--- config.mk ---
export PLATFORM = sky130hd
export DESIGN_NAME = quadrature_position_velocity
export DESIGN_NICKNAME = d
export VERILOG_FILES = /design/src/hw/rtl/qpv_pkg.sv /design/src/hw/rtl/quadrature_position_velocity.sv /design/src/hw/rtl/qpv_div.sv
export SDC_FILE = /design/constraint.sdc
export NUM_CORES = 2
export LEC_CHECK = 0
export ABC_AREA = 1
export ABC_CLOCK_PERIOD_IN_PS = 17940
export BUFFER_PORTS_ARGS = -buffer_cell sky130_fd_sc_hd__buf_2
export CAP_MARGIN = 20
export CORE_ASPECT_RATIO = 0.6
export CORE_MARGIN = 2
export CORE_UTILIZATION = 50
export CTS_BUF_LIST = sky130_fd_sc_hd__clkbuf_4 sky130_fd_sc_hd__clkbuf_8 sky130_fd_sc_hd__clkbuf_16
export DETAILED_ROUTE_END_ITERATION = 12
export PLACE_DENSITY = 0.69
export SLEW_MARGIN = 15
export SYNTH_ARGS = -nofsm -noshare
export SYNTH_HDL_FRONTEND = slang
export SYNTH_HIERARCHICAL = 1
export SYNTH_SLANG_ARGS = --single-unit
--- constraint.sdc ---
create_clock -name aclk -period 17.94 [get_ports aclk]
set_input_delay 2.691 -clock aclk [delete_from_list [all_inputs] [get_ports aclk]]
set_output_delay 2.691 -clock aclk [all_outputs]
set_load 0.02 [all_outputs]
--- src/hw/rtl/qpv_pkg.sv ---
// qpv_pkg: shared widths, register indexes and reset values for the
// quadrature position/velocity block. No dependencies.
package qpv_pkg;

    localparam int AXES_DEFAULT   = 3;
    localparam int TIME_W_DEFAULT = 48;

    localparam int AXIS_W    = 2;
    localparam int POS_W     = 32;
    localparam int RATE_W    = 20;
    localparam int TIMEOUT_W = 24;
    localparam int CFG_W     = 24;
    localparam int CFG_IDX_W = 1;

    // counts per second = counts * 1e6 / microseconds
    localparam logic [RATE_W-1:0] RATE_SCALE = 20'd1000000;

    localparam logic [CFG_IDX_W-1:0] REG_AXIS_ENABLE   = 1'd0;
    localparam logic [CFG_IDX_W-1:0] REG_STILL_TIMEOUT = 1'd1;

    localparam logic [7:0]           ENABLE_RESET  = 8'h07;
    localparam logic [TIMEOUT_W-1:0] TIMEOUT_RESET = 24'd200000;

endpackage

--- src/hw/rtl/quadrature_position_velocity.sv ---
// quadrature_position_velocity: per-axis 4x quadrature decoder with position,
// velocity and index latch. Uses qpv_pkg and qpv_div.
//
//  channel | direction | ports                          | word accepted when
//  --------+-----------+--------------------------------+--------------------
//  sample  | in        | s_valid/s_ready, s_* fields    | s_valid & s_ready
//  result  | out       | m_valid/m_ready, m_* fields    | m_valid & m_ready
//  config  | in        | cfg_wr_en/index/data           | cfg_wr_en
//
// One word at a time: after accept a word passes the decode stage, then the evaluate
// stage when a velocity update is asked, then multiply and divide when a divide
// follows, and write-back (the divider retires one of 52 quotient bits per cycle).
// Axis state lives in one record memory, read on accept and written back at
// the end; per-axis valid bits make unwritten entries read as zero after reset.
// A new word is taken while the previous result waits in the output register;
// write-back waits until that register is free.
module quadrature_position_velocity #(
    parameter int AXES       = qpv_pkg::AXES_DEFAULT,
    parameter int TIME_WIDTH = qpv_pkg::TIME_W_DEFAULT
) (
    input  logic                        aclk,
    input  logic                        aresetn,

    input  logic                        cfg_wr_en,
    input  logic [qpv_pkg::CFG_IDX_W-1:0] cfg_wr_index,
    input  logic [qpv_pkg::CFG_W-1:0]   cfg_wr_data,

    input  logic                        s_valid,
    output logic                        s_ready,
    input  logic [qpv_pkg::AXIS_W-1:0]  s_axis,
    input  logic                        s_sig_a,
    input  logic                        s_sig_b,
    input  logic                        s_sig_index,
    input  logic [TIME_WIDTH-1:0]       s_time_us,
    input  logic                        s_vel_update,
    input  logic                        s_load_pos,
    input  logic signed [qpv_pkg::POS_W-1:0] s_load_value,
    input  logic                        s_take_index,

    output logic                        m_valid,
    input  logic                        m_ready,
    output logic [qpv_pkg::AXIS_W-1:0]  m_out_axis,
    output logic signed [qpv_pkg::POS_W-1:0] m_position,
    output logic signed [qpv_pkg::POS_W-1:0] m_velocity,
    output logic                        m_index_seen
);

    import qpv_pkg::*;

    localparam int AW    = (AXES > 1) ? $clog2(AXES) : 1;
    localparam int EN_W  = (AXES < 4) ? AXES : 4;
    localparam int NUM_W = POS_W + RATE_W;
    localparam int TW    = TIME_WIDTH;

    localparam logic [NUM_W-1:0] NEG_LIM = NUM_W'(64'h8000_0000);
    localparam logic [NUM_W-1:0] POS_LIM = NUM_W'(64'h7FFF_FFFF);

    typedef struct packed {
        logic [2:0]       prev;
        logic [POS_W-1:0] pos;
        logic [POS_W-1:0] psnap;
        logic [TW-1:0]    tsnap;
        logic [TW-1:0]    lmt;
        logic [POS_W-1:0] vel;
        logic             flag;
    } rec_t;

    typedef enum logic [2:0] {
        S_IDLE, S_DEC, S_EVAL, S_MUL, S_DSTART, S_DWAIT, S_WB
    } state_t;

    state_t state_reg;

    // config
    logic [EN_W-1:0]      en_reg;
    logic [TIMEOUT_W-1:0] timeout_reg;

    // captured word
    logic [AXIS_W-1:0] axis_reg;
    logic              a_reg, b_reg, z_reg;
    logic [TW-1:0]     time_reg;
    logic              vup_reg, load_reg, take_reg;
    logic [POS_W-1:0]  lval_reg;
    logic              in_rng_reg;

    // record memory
    rec_t              mem [AXES];
    rec_t              rd_data_reg;
    logic              rd_vld_reg;
    logic [AXES-1:0]   vld_reg;

    // work record and datapath registers
    rec_t              wrk_reg;
    logic              active_reg;
    logic              seen_reg;
    logic [POS_W-1:0]  dpos_reg;
    logic [TW-1:0]     dt_reg;
    logic [NUM_W-1:0]  prod_reg;

    logic              out_free;
    logic              accept;
    logic              mem_we;
    logic              in_rng_s;
    logic [AW-1:0]     widx;

    logic              div_start;
    logic              div_done;
    logic [NUM_W-1:0]  div_quot;

    assign s_ready  = (state_reg == S_IDLE);
    assign accept   = s_valid && s_ready;
    assign out_free = !m_valid || m_ready;
    assign in_rng_s = (32'(s_axis) < AXES);
    assign widx     = AW'(axis_reg);
    assign mem_we   = (state_reg == S_WB) && out_free && in_rng_reg;
    assign div_start = (state_reg == S_DSTART);

    always_ff @(posedge aclk) begin
        if (accept) begin
            rd_data_reg <= mem[AW'(s_axis)];
        end
        if (mem_we) begin
            mem[widx] <= wrk_reg;
        end
    end

    // ---- decode stage: edges, Z latch, load, index take
    rec_t             rec_cur;
    rec_t             dec_next;
    logic             seen_next;
    logic             enabled;
    logic [3:0]       en4;
    logic             pa, pb, pz;

    always_comb begin
        en4      = 4'(en_reg);
        enabled  = en4[axis_reg];
        rec_cur  = rd_vld_reg ? rd_data_reg : '0;
        pa       = rec_cur.prev[0];
        pb       = rec_cur.prev[1];
        pz       = rec_cur.prev[2];
        dec_next = rec_cur;
        seen_next = 1'b0;
        dec_next.prev = {z_reg, b_reg, a_reg};
        if (enabled) begin
            if (a_reg != pa && b_reg == pb) begin
                dec_next.pos = (a_reg ^ b_reg) ? rec_cur.pos + 32'd1
                                               : rec_cur.pos - 32'd1;
            end else if (b_reg != pb && a_reg == pa) begin
                dec_next.pos = (a_reg ^ b_reg) ? rec_cur.pos - 32'd1
                                               : rec_cur.pos + 32'd1;
            end
            if (z_reg && !pz) begin
                dec_next.flag = 1'b1;
            end
            if (load_reg) begin
                dec_next.pos   = lval_reg;
                dec_next.psnap = lval_reg;
                dec_next.tsnap = time_reg;
                dec_next.lmt   = time_reg;
                dec_next.vel   = '0;
            end
            // take is last in order; the flag seen here already has this Z edge
            if (take_reg) begin
                seen_next     = dec_next.flag;
                dec_next.flag = 1'b0;
            end
        end
    end

    // ---- evaluate stage: time step, position change, stillness
    logic [TW-1:0]    dt;
    logic [TW-1:0]    idle;
    logic [POS_W-1:0] dpos;
    logic             dt_pos;
    logic             still;
    logic             moved;

    always_comb begin
        dt     = time_reg - wrk_reg.tsnap;
        dt_pos = (dt != '0) && !dt[TW-1];
        dpos   = wrk_reg.pos - wrk_reg.psnap;
        moved  = (dpos != '0);
        idle   = moved ? '0 : (time_reg - wrk_reg.lmt);
        still  = (idle != '0) && !idle[TW-1] && (idle > TW'(timeout_reg));
    end

    // ---- multiply and saturate
    logic [POS_W-1:0] mag;
    logic [NUM_W-1:0] mul_prod;
    logic [POS_W-1:0] vel_sat;

    always_comb begin
        mag      = dpos_reg[POS_W-1] ? (~dpos_reg + 32'd1) : dpos_reg;
        mul_prod = NUM_W'(mag) * NUM_W'(RATE_SCALE);
        if (dpos_reg[POS_W-1]) begin
            vel_sat = (div_quot > NEG_LIM) ? 32'h8000_0000
                                           : (~div_quot[POS_W-1:0] + 32'd1);
        end else begin
            vel_sat = (div_quot > POS_LIM) ? 32'h7FFF_FFFF : div_quot[POS_W-1:0];
        end
    end

    qpv_div #(
        .NUM_W (NUM_W),
        .DEN_W (TW)
    ) u_div (
        .aclk    (aclk),
        .aresetn (aresetn),
        .start   (div_start),
        .num     (prod_reg),
        .den     (dt_reg),
        .done    (div_done),
        .quot    (div_quot)
    );

    // ---- control, config and output register
    always_ff @(posedge aclk) begin
        if (!aresetn) begin
            state_reg   <= S_IDLE;
            m_valid     <= 1'b0;
            vld_reg     <= '0;
            en_reg      <= ENABLE_RESET[EN_W-1:0];
            timeout_reg <= TIMEOUT_RESET;
        end else begin
            if (cfg_wr_en) begin
                case (cfg_wr_index)
                    REG_AXIS_ENABLE:   en_reg      <= cfg_wr_data[EN_W-1:0];
                    REG_STILL_TIMEOUT: timeout_reg <= cfg_wr_data[TIMEOUT_W-1:0];
                    default: ;
                endcase
            end
            // a write-back in the same cycle reloads the register instead
            if (m_valid && m_ready && state_reg != S_WB) begin
                m_valid <= 1'b0;
            end
            case (state_reg)
                S_IDLE: begin
                    if (s_valid) begin
                        axis_reg   <= s_axis;
                        a_reg      <= s_sig_a;
                        b_reg      <= s_sig_b;
                        z_reg      <= s_sig_index;
                        time_reg   <= s_time_us;
                        vup_reg    <= s_vel_update;
                        load_reg   <= s_load_pos;
                        lval_reg   <= s_load_value;
                        take_reg   <= s_take_index;
                        in_rng_reg <= in_rng_s;
                        rd_vld_reg <= in_rng_s && vld_reg[AW'(s_axis)];
                        state_reg  <= S_DEC;
                    end
                end
                S_DEC: begin
                    wrk_reg    <= dec_next;
                    seen_reg   <= seen_next;
                    active_reg <= in_rng_reg && enabled;
                    state_reg  <= (in_rng_reg && enabled && vup_reg) ? S_EVAL : S_WB;
                end
                S_EVAL: begin
                    dpos_reg <= dpos;
                    dt_reg   <= dt;
                    if (dt_pos) begin
                        wrk_reg.psnap <= wrk_reg.pos;
                        wrk_reg.tsnap <= time_reg;
                        if (moved) begin
                            wrk_reg.lmt <= time_reg;
                        end
                        if (still) begin
                            wrk_reg.vel <= '0;
                            state_reg   <= S_WB;
                        end else begin
                            state_reg   <= S_MUL;
                        end
                    end else begin
                        state_reg <= S_WB;
                    end
                end
                S_MUL: begin
                    prod_reg  <= mul_prod;
                    state_reg <= S_DSTART;
                end
                S_DSTART: begin
                    state_reg <= S_DWAIT;
                end
                S_DWAIT: begin
                    if (div_done) begin
                        wrk_reg.vel <= vel_sat;
                        state_reg   <= S_WB;
                    end
                end
                S_WB: begin
                    if (out_free) begin
                        if (in_rng_reg) begin
                            vld_reg[widx] <= 1'b1;
                        end
                        m_valid      <= 1'b1;
                        m_out_axis   <= axis_reg;
                        m_position   <= active_reg ? wrk_reg.pos : '0;
                        m_velocity   <= active_reg ? wrk_reg.vel : '0;
                        m_index_seen <= active_reg && seen_reg;
                        state_reg    <= S_IDLE;
                    end
                end
                default: state_reg <= S_IDLE;
            endcase
        end
    end

`ifndef SYNTHESIS
    a_result_from_wb: assert property (@(posedge aclk) disable iff (!aresetn)
        $rose(m_valid) |-> $past(state_reg == S_WB))
        else $error("result raised outside write-back");
    a_one_word: assert property (@(posedge aclk) disable iff (!aresetn)
        s_valid && s_ready |=> !s_ready)
        else $error("second word accepted while one is in flight");
    a_div_done_wait: assert property (@(posedge aclk) disable iff (!aresetn)
        div_done |-> state_reg == S_DWAIT)
        else $error("divider finished outside its wait state");
    a_div_positive: assert property (@(posedge aclk) disable iff (!aresetn)
        div_start |-> dt_reg != '0 && !dt_reg[TW-1])
        else $error("divide started with a non-positive time step");
`endif

endmodule

--- src/hw/rtl/qpv_div.sv ---
// qpv_div: unsigned restoring divider, one quotient bit per cycle.
// Standalone; used by quadrature_position_velocity for the velocity estimate.
module qpv_div #(
    parameter int NUM_W = 52,
    parameter int DEN_W = 48
) (
    input  logic             aclk,
    input  logic             aresetn,
    input  logic             start,
    input  logic [NUM_W-1:0] num,
    input  logic [DEN_W-1:0] den,
    output logic             done,
    output logic [NUM_W-1:0] quot
);

    localparam int CNT_W = $clog2(NUM_W + 1);

    logic             busy_reg;
    logic             done_reg;
    logic [CNT_W-1:0] cnt_reg;
    logic [DEN_W-1:0] rem_reg;
    logic [DEN_W-1:0] den_reg;
    logic [NUM_W-1:0] quo_reg;

    logic [DEN_W-1:0] shl;
    logic             ge;
    logic [DEN_W-1:0] rem_next;

    // divisor stays below 2^(DEN_W-1), so the shifted remainder fits DEN_W bits
    always_comb begin
        shl      = {rem_reg[DEN_W-2:0], quo_reg[NUM_W-1]};
        ge       = (shl >= den_reg);
        rem_next = ge ? (shl - den_reg) : shl;
    end

    always_ff @(posedge aclk) begin
        if (!aresetn) begin
            busy_reg <= 1'b0;
            done_reg <= 1'b0;
            cnt_reg  <= '0;
        end else begin
            done_reg <= 1'b0;
            if (start) begin
                busy_reg <= 1'b1;
                cnt_reg  <= CNT_W'(NUM_W);
            end else if (busy_reg) begin
                cnt_reg <= cnt_reg - CNT_W'(1);
                if (cnt_reg == CNT_W'(1)) begin
                    busy_reg <= 1'b0;
                    done_reg <= 1'b1;
                end
            end
        end
    end

    always_ff @(posedge aclk) begin
        if (start) begin
            rem_reg <= '0;
            den_reg <= den;
            quo_reg <= num;
        end else if (busy_reg) begin
            rem_reg <= rem_next;
            quo_reg <= {quo_reg[NUM_W-2:0], ge};
        end
    end

    assign done = done_reg;
    assign quot = quo_reg;

`ifndef SYNTHESIS
    a_start_idle: assert property (@(posedge aclk) disable iff (!aresetn)
        start |-> !busy_reg)
        else $error("divider started while busy");
    a_done_after_busy: assert property (@(posedge aclk) disable iff (!aresetn)
        done_reg |-> $past(busy_reg) && !busy_reg)
        else $error("divider done without a running division");
    a_busy_count: assert property (@(posedge aclk) disable iff (!aresetn)
        busy_reg |-> cnt_reg != '0)
        else $error("divider busy with empty count");
`endif

endmodule

# --- Word level (Yosys, flattened, before mapping) ---
# Memories as Yosys holds them, arrays and structs flattened. A register that Yosys moved wholly into a read port is not among the register bits.
# Cells that the tools add are included.
word_totals:
  register_bits: 670
  ram_bits: 588
  inputBits: 118
  out_inout_bits: 69
  elab_cells: 174
  memories: 1
classes:
  n_addsub: 9
  n_mul: 1
  n_lt_le_gt_ge: 8
  n_eq_ne: 18
  muxes: 47
  n_bitwise: 7
  reduce_logical: 43
memory_table:
  columns: ["memory", "words", "word_bits", "read_ports", "rd_clocked_by_memory_dff", "wr", "line", "rtl"]
  rows:
  - ["mem", 3, 196, 1, 1, 1, "quadrature_position_velocity.sv:87", "rec_t mem [AXES];"]
op_table:
  columns: ["operator", "n"]
  rows:
  - ["$mux 32", 10]
  - ["$pmux 128 s2", 1]
  - ["$mux 196", 1]
  - ["$mux 193", 1]
  - ["$mux 192", 1]
  - ["$mux 160", 1]
  - ["$mux 52", 2]
  - ["$add 32x1->32 const B", 3]
  - ["$mux 48", 2]
  - ["$pmux 32 s3", 1]
  - ["$reduce_bool 48->1", 2]
  - ["$sub 48x48->48", 2]
  - ["$not 32->32", 2]
  - ["$gt 52x31->1 const B", 1]
  - ["$gt 52x32->1 const B", 1]
  - ["$ge 48x48->1", 1]
  - ["$gt 48x24->1", 1]
  - ["$mux 47", 1]
  - ["$sub 47x47->47", 1]
  - ["$mul 32x14->46 const B", 1]
  - ["$reduce_bool 32->1", 1]
  - ["$sub 32x1->32 const B", 1]
  - ["$sub 32x32->32", 1]
  - ["$pmux 3 s7", 1]
  - ["other kinds (33)", 93]

# --- Logic depth before layout (Yosys ltp) ---
depth:
  ltp_word: 9
  depth_mapped: 40
  mapped_depth_nobuf: 40

# --- By module ---
# The synthesis kept the hierarchy.
by_module_without_submodules:
  columns: ["module", "instances", "cells_per_inst", "area_per_inst_um2"]
  rows:
  - ["quadrature_position_velocity", 1, 6629, 67659.9]
  - ["qpv_div", 1, 1532, 10201.0]

# --- Least setup slack after synthesis ---
# OpenSTA, ideal clock, no wires.
synth_timing:
  path_kind: "input -> register"
  startpoint: "in m_ready"
  endpoint: "mem mem[2][0] (netlist name) (enable)"
  setup_ns: 0.995
  arrival_time_ns: 16.167
  path_slack_ns: 0.778
  stages: 4
  path_cell_list: "nor2_1 inv_1 nand3_1 nor3_1"
synth_between:
  elab_chain_len: 5
synth_lines:
  columns: ["item", "line", "rtl"]
  rows:
  - ["start: declaration", "quadrature_position_velocity.sv:41", "input logic m_ready,"]
  - ["$logic_or 1x1->1", "quadrature_position_velocity.sv:112", "assign out_free = !m_valid || m_ready;"]
  - ["$logic_and 1x1->1 (2 in a row)", "quadrature_position_velocity.sv:115", "assign mem_we = (state_reg == S_WB) && out_free && in_rng_reg;"]
  - ["$mux 1", "quadrature_position_velocity.sv:122", "if (mem_we) begin"]
  - ["$mux 1 (implied by the code)", "quadrature_position_velocity.sv:123", "mem[widx] <= wrk_reg;"]
  - ["end: declaration", "quadrature_position_velocity.sv:87", null]
# No other way between the ends.

# --- Worst setup path in the final report ---
layout_timing:
  startpoint: "reg dpos_reg[0]"
  endpoint: "reg prod_reg[48], data pin"
layout_between:
  elab_chain_len: 4
layout_lines:
  columns: ["item", "line", "rtl"]
  rows:
  - ["start: declaration", "quadrature_position_velocity.sv:96", "logic [POS_W-1:0] dpos_reg;"]
  - ["start signal: assignment", "quadrature_position_velocity.sv:261", "dpos_reg <= dpos;"]
  - ["$not 32->32", "quadrature_position_velocity.sv:194", "mag = dpos_reg[POS_W-1] ? (~dpos_reg + 32'd1) : dpos_reg;"]
  - ["$add 32x1->32", "quadrature_position_velocity.sv:194", null]
  - ["$mux 32 *", "quadrature_position_velocity.sv:194", null]
  - ["$mul 32x14->46 *", "quadrature_position_velocity.sv:195", "mul_prod = NUM_W'(mag) * NUM_W'(RATE_SCALE);"]
  - ["net mul_prod[48]", "quadrature_position_velocity.sv:190", "logic [NUM_W-1:0] mul_prod;"]
  - ["end signal: assignment", "quadrature_position_velocity.sv:280", "prod_reg <= mul_prod;"]
  - ["end: declaration", "quadrature_position_velocity.sv:98", "logic [NUM_W-1:0] prod_reg;"]
# The timed path passes the listed nets; every way through them passes the cells marked *.
# A chain may end at the register's enable or synchronous reset.

==> metrics.md <==
| Metric | Value |
|---|---|
| Number of CTS-inserted buffers | roughly 140 |
| Nets | ~8900 |
| Synth top area share | a little over half |
| Area contributors post-synth | edfxtp_1 (53%), nand2_1 (8.9%), inv_1 (6.2%), ha_1 (5.7%), a21oi_1 (4.5%) |
| Reg-to-reg slack, setup | roughly 9600 ps |
| Number of global-route vias before repair | ~55000 |
| Status | completed |
| Wire length on met3 | roughly 27 mm |
| Clock Path Buffers | 3 |
| Synthesis Warnings | 6 |
| Combinational family with the most area after synthesis | simple AND/OR/NAND/NOR gates |
| Final Wtd Congestion | 1.00 |
| Type of origin of the critical path | flip-flop |
| WP buf/inv | 13 |
| Wire per inst | around 21 um |
| XOR/XNOR Fraction of Synth Area | roughly 2.6% |
| Max Transition Viols Final | 0 |
| Fmax | 120 MHz |
| Largest net degree at the start of global routing | between 100 and 150 |
| Post-CTS Hold Fix Bufs | 0 |
| Area Overhead vs Synth | 10.2% |
| Critical path capture point type | flip-flop |
| Post-synth EDFFs | 1365 |
| Simple-gate share of the synthesized area | 16.9% |
| R2r startpoint | dpos_reg[0]$_DFFE_PP_ |
| Core Util, Final | 55.4% |
| Clk sinks | about 1500 |
| CP max-delay cell | fa_1 |
| Worst Path Required | between 15000 and 20000 ps |
| GR Util All Layers | 27.9% |
| Via count | just under 60000 |
| Max Cap Violations | 0 |
| Share of cells above drive strength 1 | approximately 7% |
| CTS resizes | 0 |
| Clk Latency, worst-skew pair | roughly 800 ps |
| Synth Register Bits | 1454 |
| Clock skew | roughly 32 ps |
| Min Tclk post-route | ~8300 ps |
| Cell family with most CP delay | adder cells |
| Highest routed layer | met5 |
| Cells after Synth | 8161 |
| Die Height | about 310 um |
| DPL Wire Length | roughly 160 mm |
| Critical hold path startpoint | dt_reg[24]$_DFFE_PP_ |
| Hold slack | between 400 and 500 ps |
| WL final | roughly 220 mm |
| Antenna violations before repair | 12 |
| Period utilization | between 40% and 50% |
| Num ports | around 190 |
| Row cnt | 112 |
| # port buffers | around 190 |
| Post-Synth Adder-Cell Area | 9.29% |
| Max FFs per register | just under 600 |
| Mux contribution to synthesized area | 0% |
| Final ANT Viol Nets | 0 |
| Pre-antenna DRT Iters | 6 |
| CP arrival | slightly below 9000 ps |
| Most used cell, CP | inv_1 |
| Worst Hold Path EP | u_div/den_reg[24]$_DFFE_PP_ |
| Clk slew on worst S/H paths | about 70 ps |
| First-pass GRT wire length | 337 mm |
| Slowest stage delay, CP | approximately 580 ps |
| Setup TNS | 0 ps |
| Compound-Gate Fraction of Synth Area | approximately 9% |
| Worst Path Max Fanout | 9 |
| # fillers | about 14000 |
| RSZ-0062 raised after global routing | no |
| WHS Path Cells | 0 |
| Grt ovf | 0 |
| Setup Fix Bufs, Post-CTS | 0 |
| Netlist area before placement | around 78000 sq um |
| Dominant synthesized flop cell | edfxtp_1 |
| CTS H-Tree Depth | 4 |
| Synth cell types | 63 |
| Cell taking the most area after synthesis | edfxtp_1 |
| Final setup fails | 0 |
| Die Area | 159000 sq um |
| 1st-iter DRT viols | ~7500 |
| TritonCTS clock tree | yes |
| Asr flop ratio synth | 0% |
| Register-to-Register Path Depth | 38 |
| Levels on crit path | 38 |
| Starting Density | 50.2% |
| Vias/cell | around 5.6 |
| Final Hold Viols | 0 |
| Synthesized area per cell | between 9 and 10 sq um |
| DRC Markers | 0 |
| Met1 WL | around 110 mm |
| Met2 wire len | 86.7 mm |
| HP Class | flip-flop to flip-flop |
| CTS root buffer | clkbuf_16 |
| Slew HR | between 10% and 20% |
| Die X | roughly 510 um |
| Critical R2R Capture | prod_reg[48]$_DFFE_PP_ |
| Register area share after synthesis | between 50% and 60% |
| Actual slew at the worst max-slew pin | about 1200 ps |
| Core box area | ~150000 sq um |
| Crit path kind | flip-flop to flip-flop |
-- layer usage --
metal / vias to the layer above / track usage (%)
met4: 10 / 5.99
met3: 254 / 7.06
met5: - / 0
met2: 2884 / 37.2
met1: 28200 / 44.9
li1: 27400 / -
-- worst reg2reg max path, delay by kind of cell (launching register included) --
kind	cells	cell delay, ps
XOR/XNOR	2	590
AO/OA/AOI/OAI	7	1300
AND/OR/NAND/NOR	8	1110
flip-flops	1	560
adder cells (fa/ha/maj)	8	3440
buffers and inverters	13	1070
-- synth_stat cells, types with 4 or more instances --
cell	instances
a211oi_1	10
a21boi_0	7
a21o_1	21
a21oi_1	693
a221oi_1	4
a22oi_1	4
a31oi_1	19
and2_1	4
and3_1	6
buf_1	17
buf_2	11
buf_6	4
clkbuf_1	179
clkinv_1	9
dfxtp_1	89
edfxtp_1	1365
fa_1	139
ha_1	356
inv_1	1284
inv_2	18
nand2_1	1836
nand2_2	13
nand3_1	338
nand3_2	4
nand3b_1	23
nand4_1	48
nor2_1	768
nor2_2	16
nor3_1	73
nor3_2	9
nor4_1	31
o211ai_1	90
o21a_1	5
o21ai_0	320
o21ai_1	11
o21bai_1	20
o221ai_1	14
o22ai_1	14
o31ai_1	15
or2_2	12
xnor2_1	76
xor2_1	151
-- cells by family (layout without fill, tap and decap cells) --
kind of cell / count (synthesis) / after routing
compound gates: 1263 / 1263
simple gates: 3196 / 3196
flops: 1454 / 1454
xor+xnor: 227 / 227
other cells: 1 / 10
fa+ha+maj: 495 / 495
buf+inv: 1525 / 1809
-- how the worst max path moves through the flow --
stage | slack [ps] | from | end
global route | 8680 | dpos_reg[0]$_DFFE_PP_ | prod_reg[48]$_DFFE_PP_
finish | 9630 | dpos_reg[0]$_DFFE_PP_ | prod_reg[48]$_DFFE_PP_
floorplan | 780 | m_ready | mem[2][0]$_DFFE_PP_
CTS | 9580 | dpos_reg[0]$_DFFE_PP_ | prod_reg[48]$_DFFE_PP_
global placement | 9680 | dpos_reg[0]$_DFFE_PP_ | prod_reg[48]$_DFFE_PP_
detailed placement | 9610 | dpos_reg[0]$_DFFE_PP_ | prod_reg[48]$_DFFE_PP_
-- cell usage in the layout (no fill, tap or decap), drive strengths merged, types with 15 or more instances in the layout --
| master | n |
|---|---|
| a21o | 21 |
| a31oi | 19 |
| xor2 | 151 |
| clkinv | 54 |
| o211ai | 90 |
| xnor2 | 76 |
| nor3 | 85 |
| nand3b | 23 |
| nand3 | 342 |
| inv | 1317 |
| dfxtp | 89 |
| clkbuf | 179 |
| a21oi | 693 |
| nor2 | 785 |
| o21bai | 20 |
| nand2 | 1850 |
| edfxtp | 1365 |
| nor4 | 35 |
| fa | 139 |
| buf | 242 |
| nand4 | 50 |
| o31ai | 15 |
| o21ai | 333 |
| ha | 356 |
-- cell type report --
type | count | area, sq um | area share (%)
flip-flops and latches | 1454 | 42800 | 49.9
clock inverters | 77 | 767 | 0.894
diodes | 4 | 10.0 | 0.0117
clock buffers | 177 | 3860 | 4.50
inverters | 1311 | 4940 | 5.75
multi-input cells | 5187 | 29500 | 34.3
repair buffers | 244 | 1430 | 1.67
well taps | 2052 | 2570 | 2.99
-- through the flow --
| stage | cell area, sq um | worst slack (ps) | cells |
|---|---|---|---|
| after floorplan | 77900 | 778 | 8166 |
| after global placement | 81200 | 9680 | 10200 |
| after detailed placement | 81200 | 9610 | 10200 |
| after CTS | 85800 | 9580 | 10500 |
| after global routing | 85800 | 8680 | 10500 |
| final | 85800 | 9630 | 10500 |
Power is left out: the tool's default activity adds up to more than one toggle a clock period on the data nets, which glitch-free logic cannot reach.
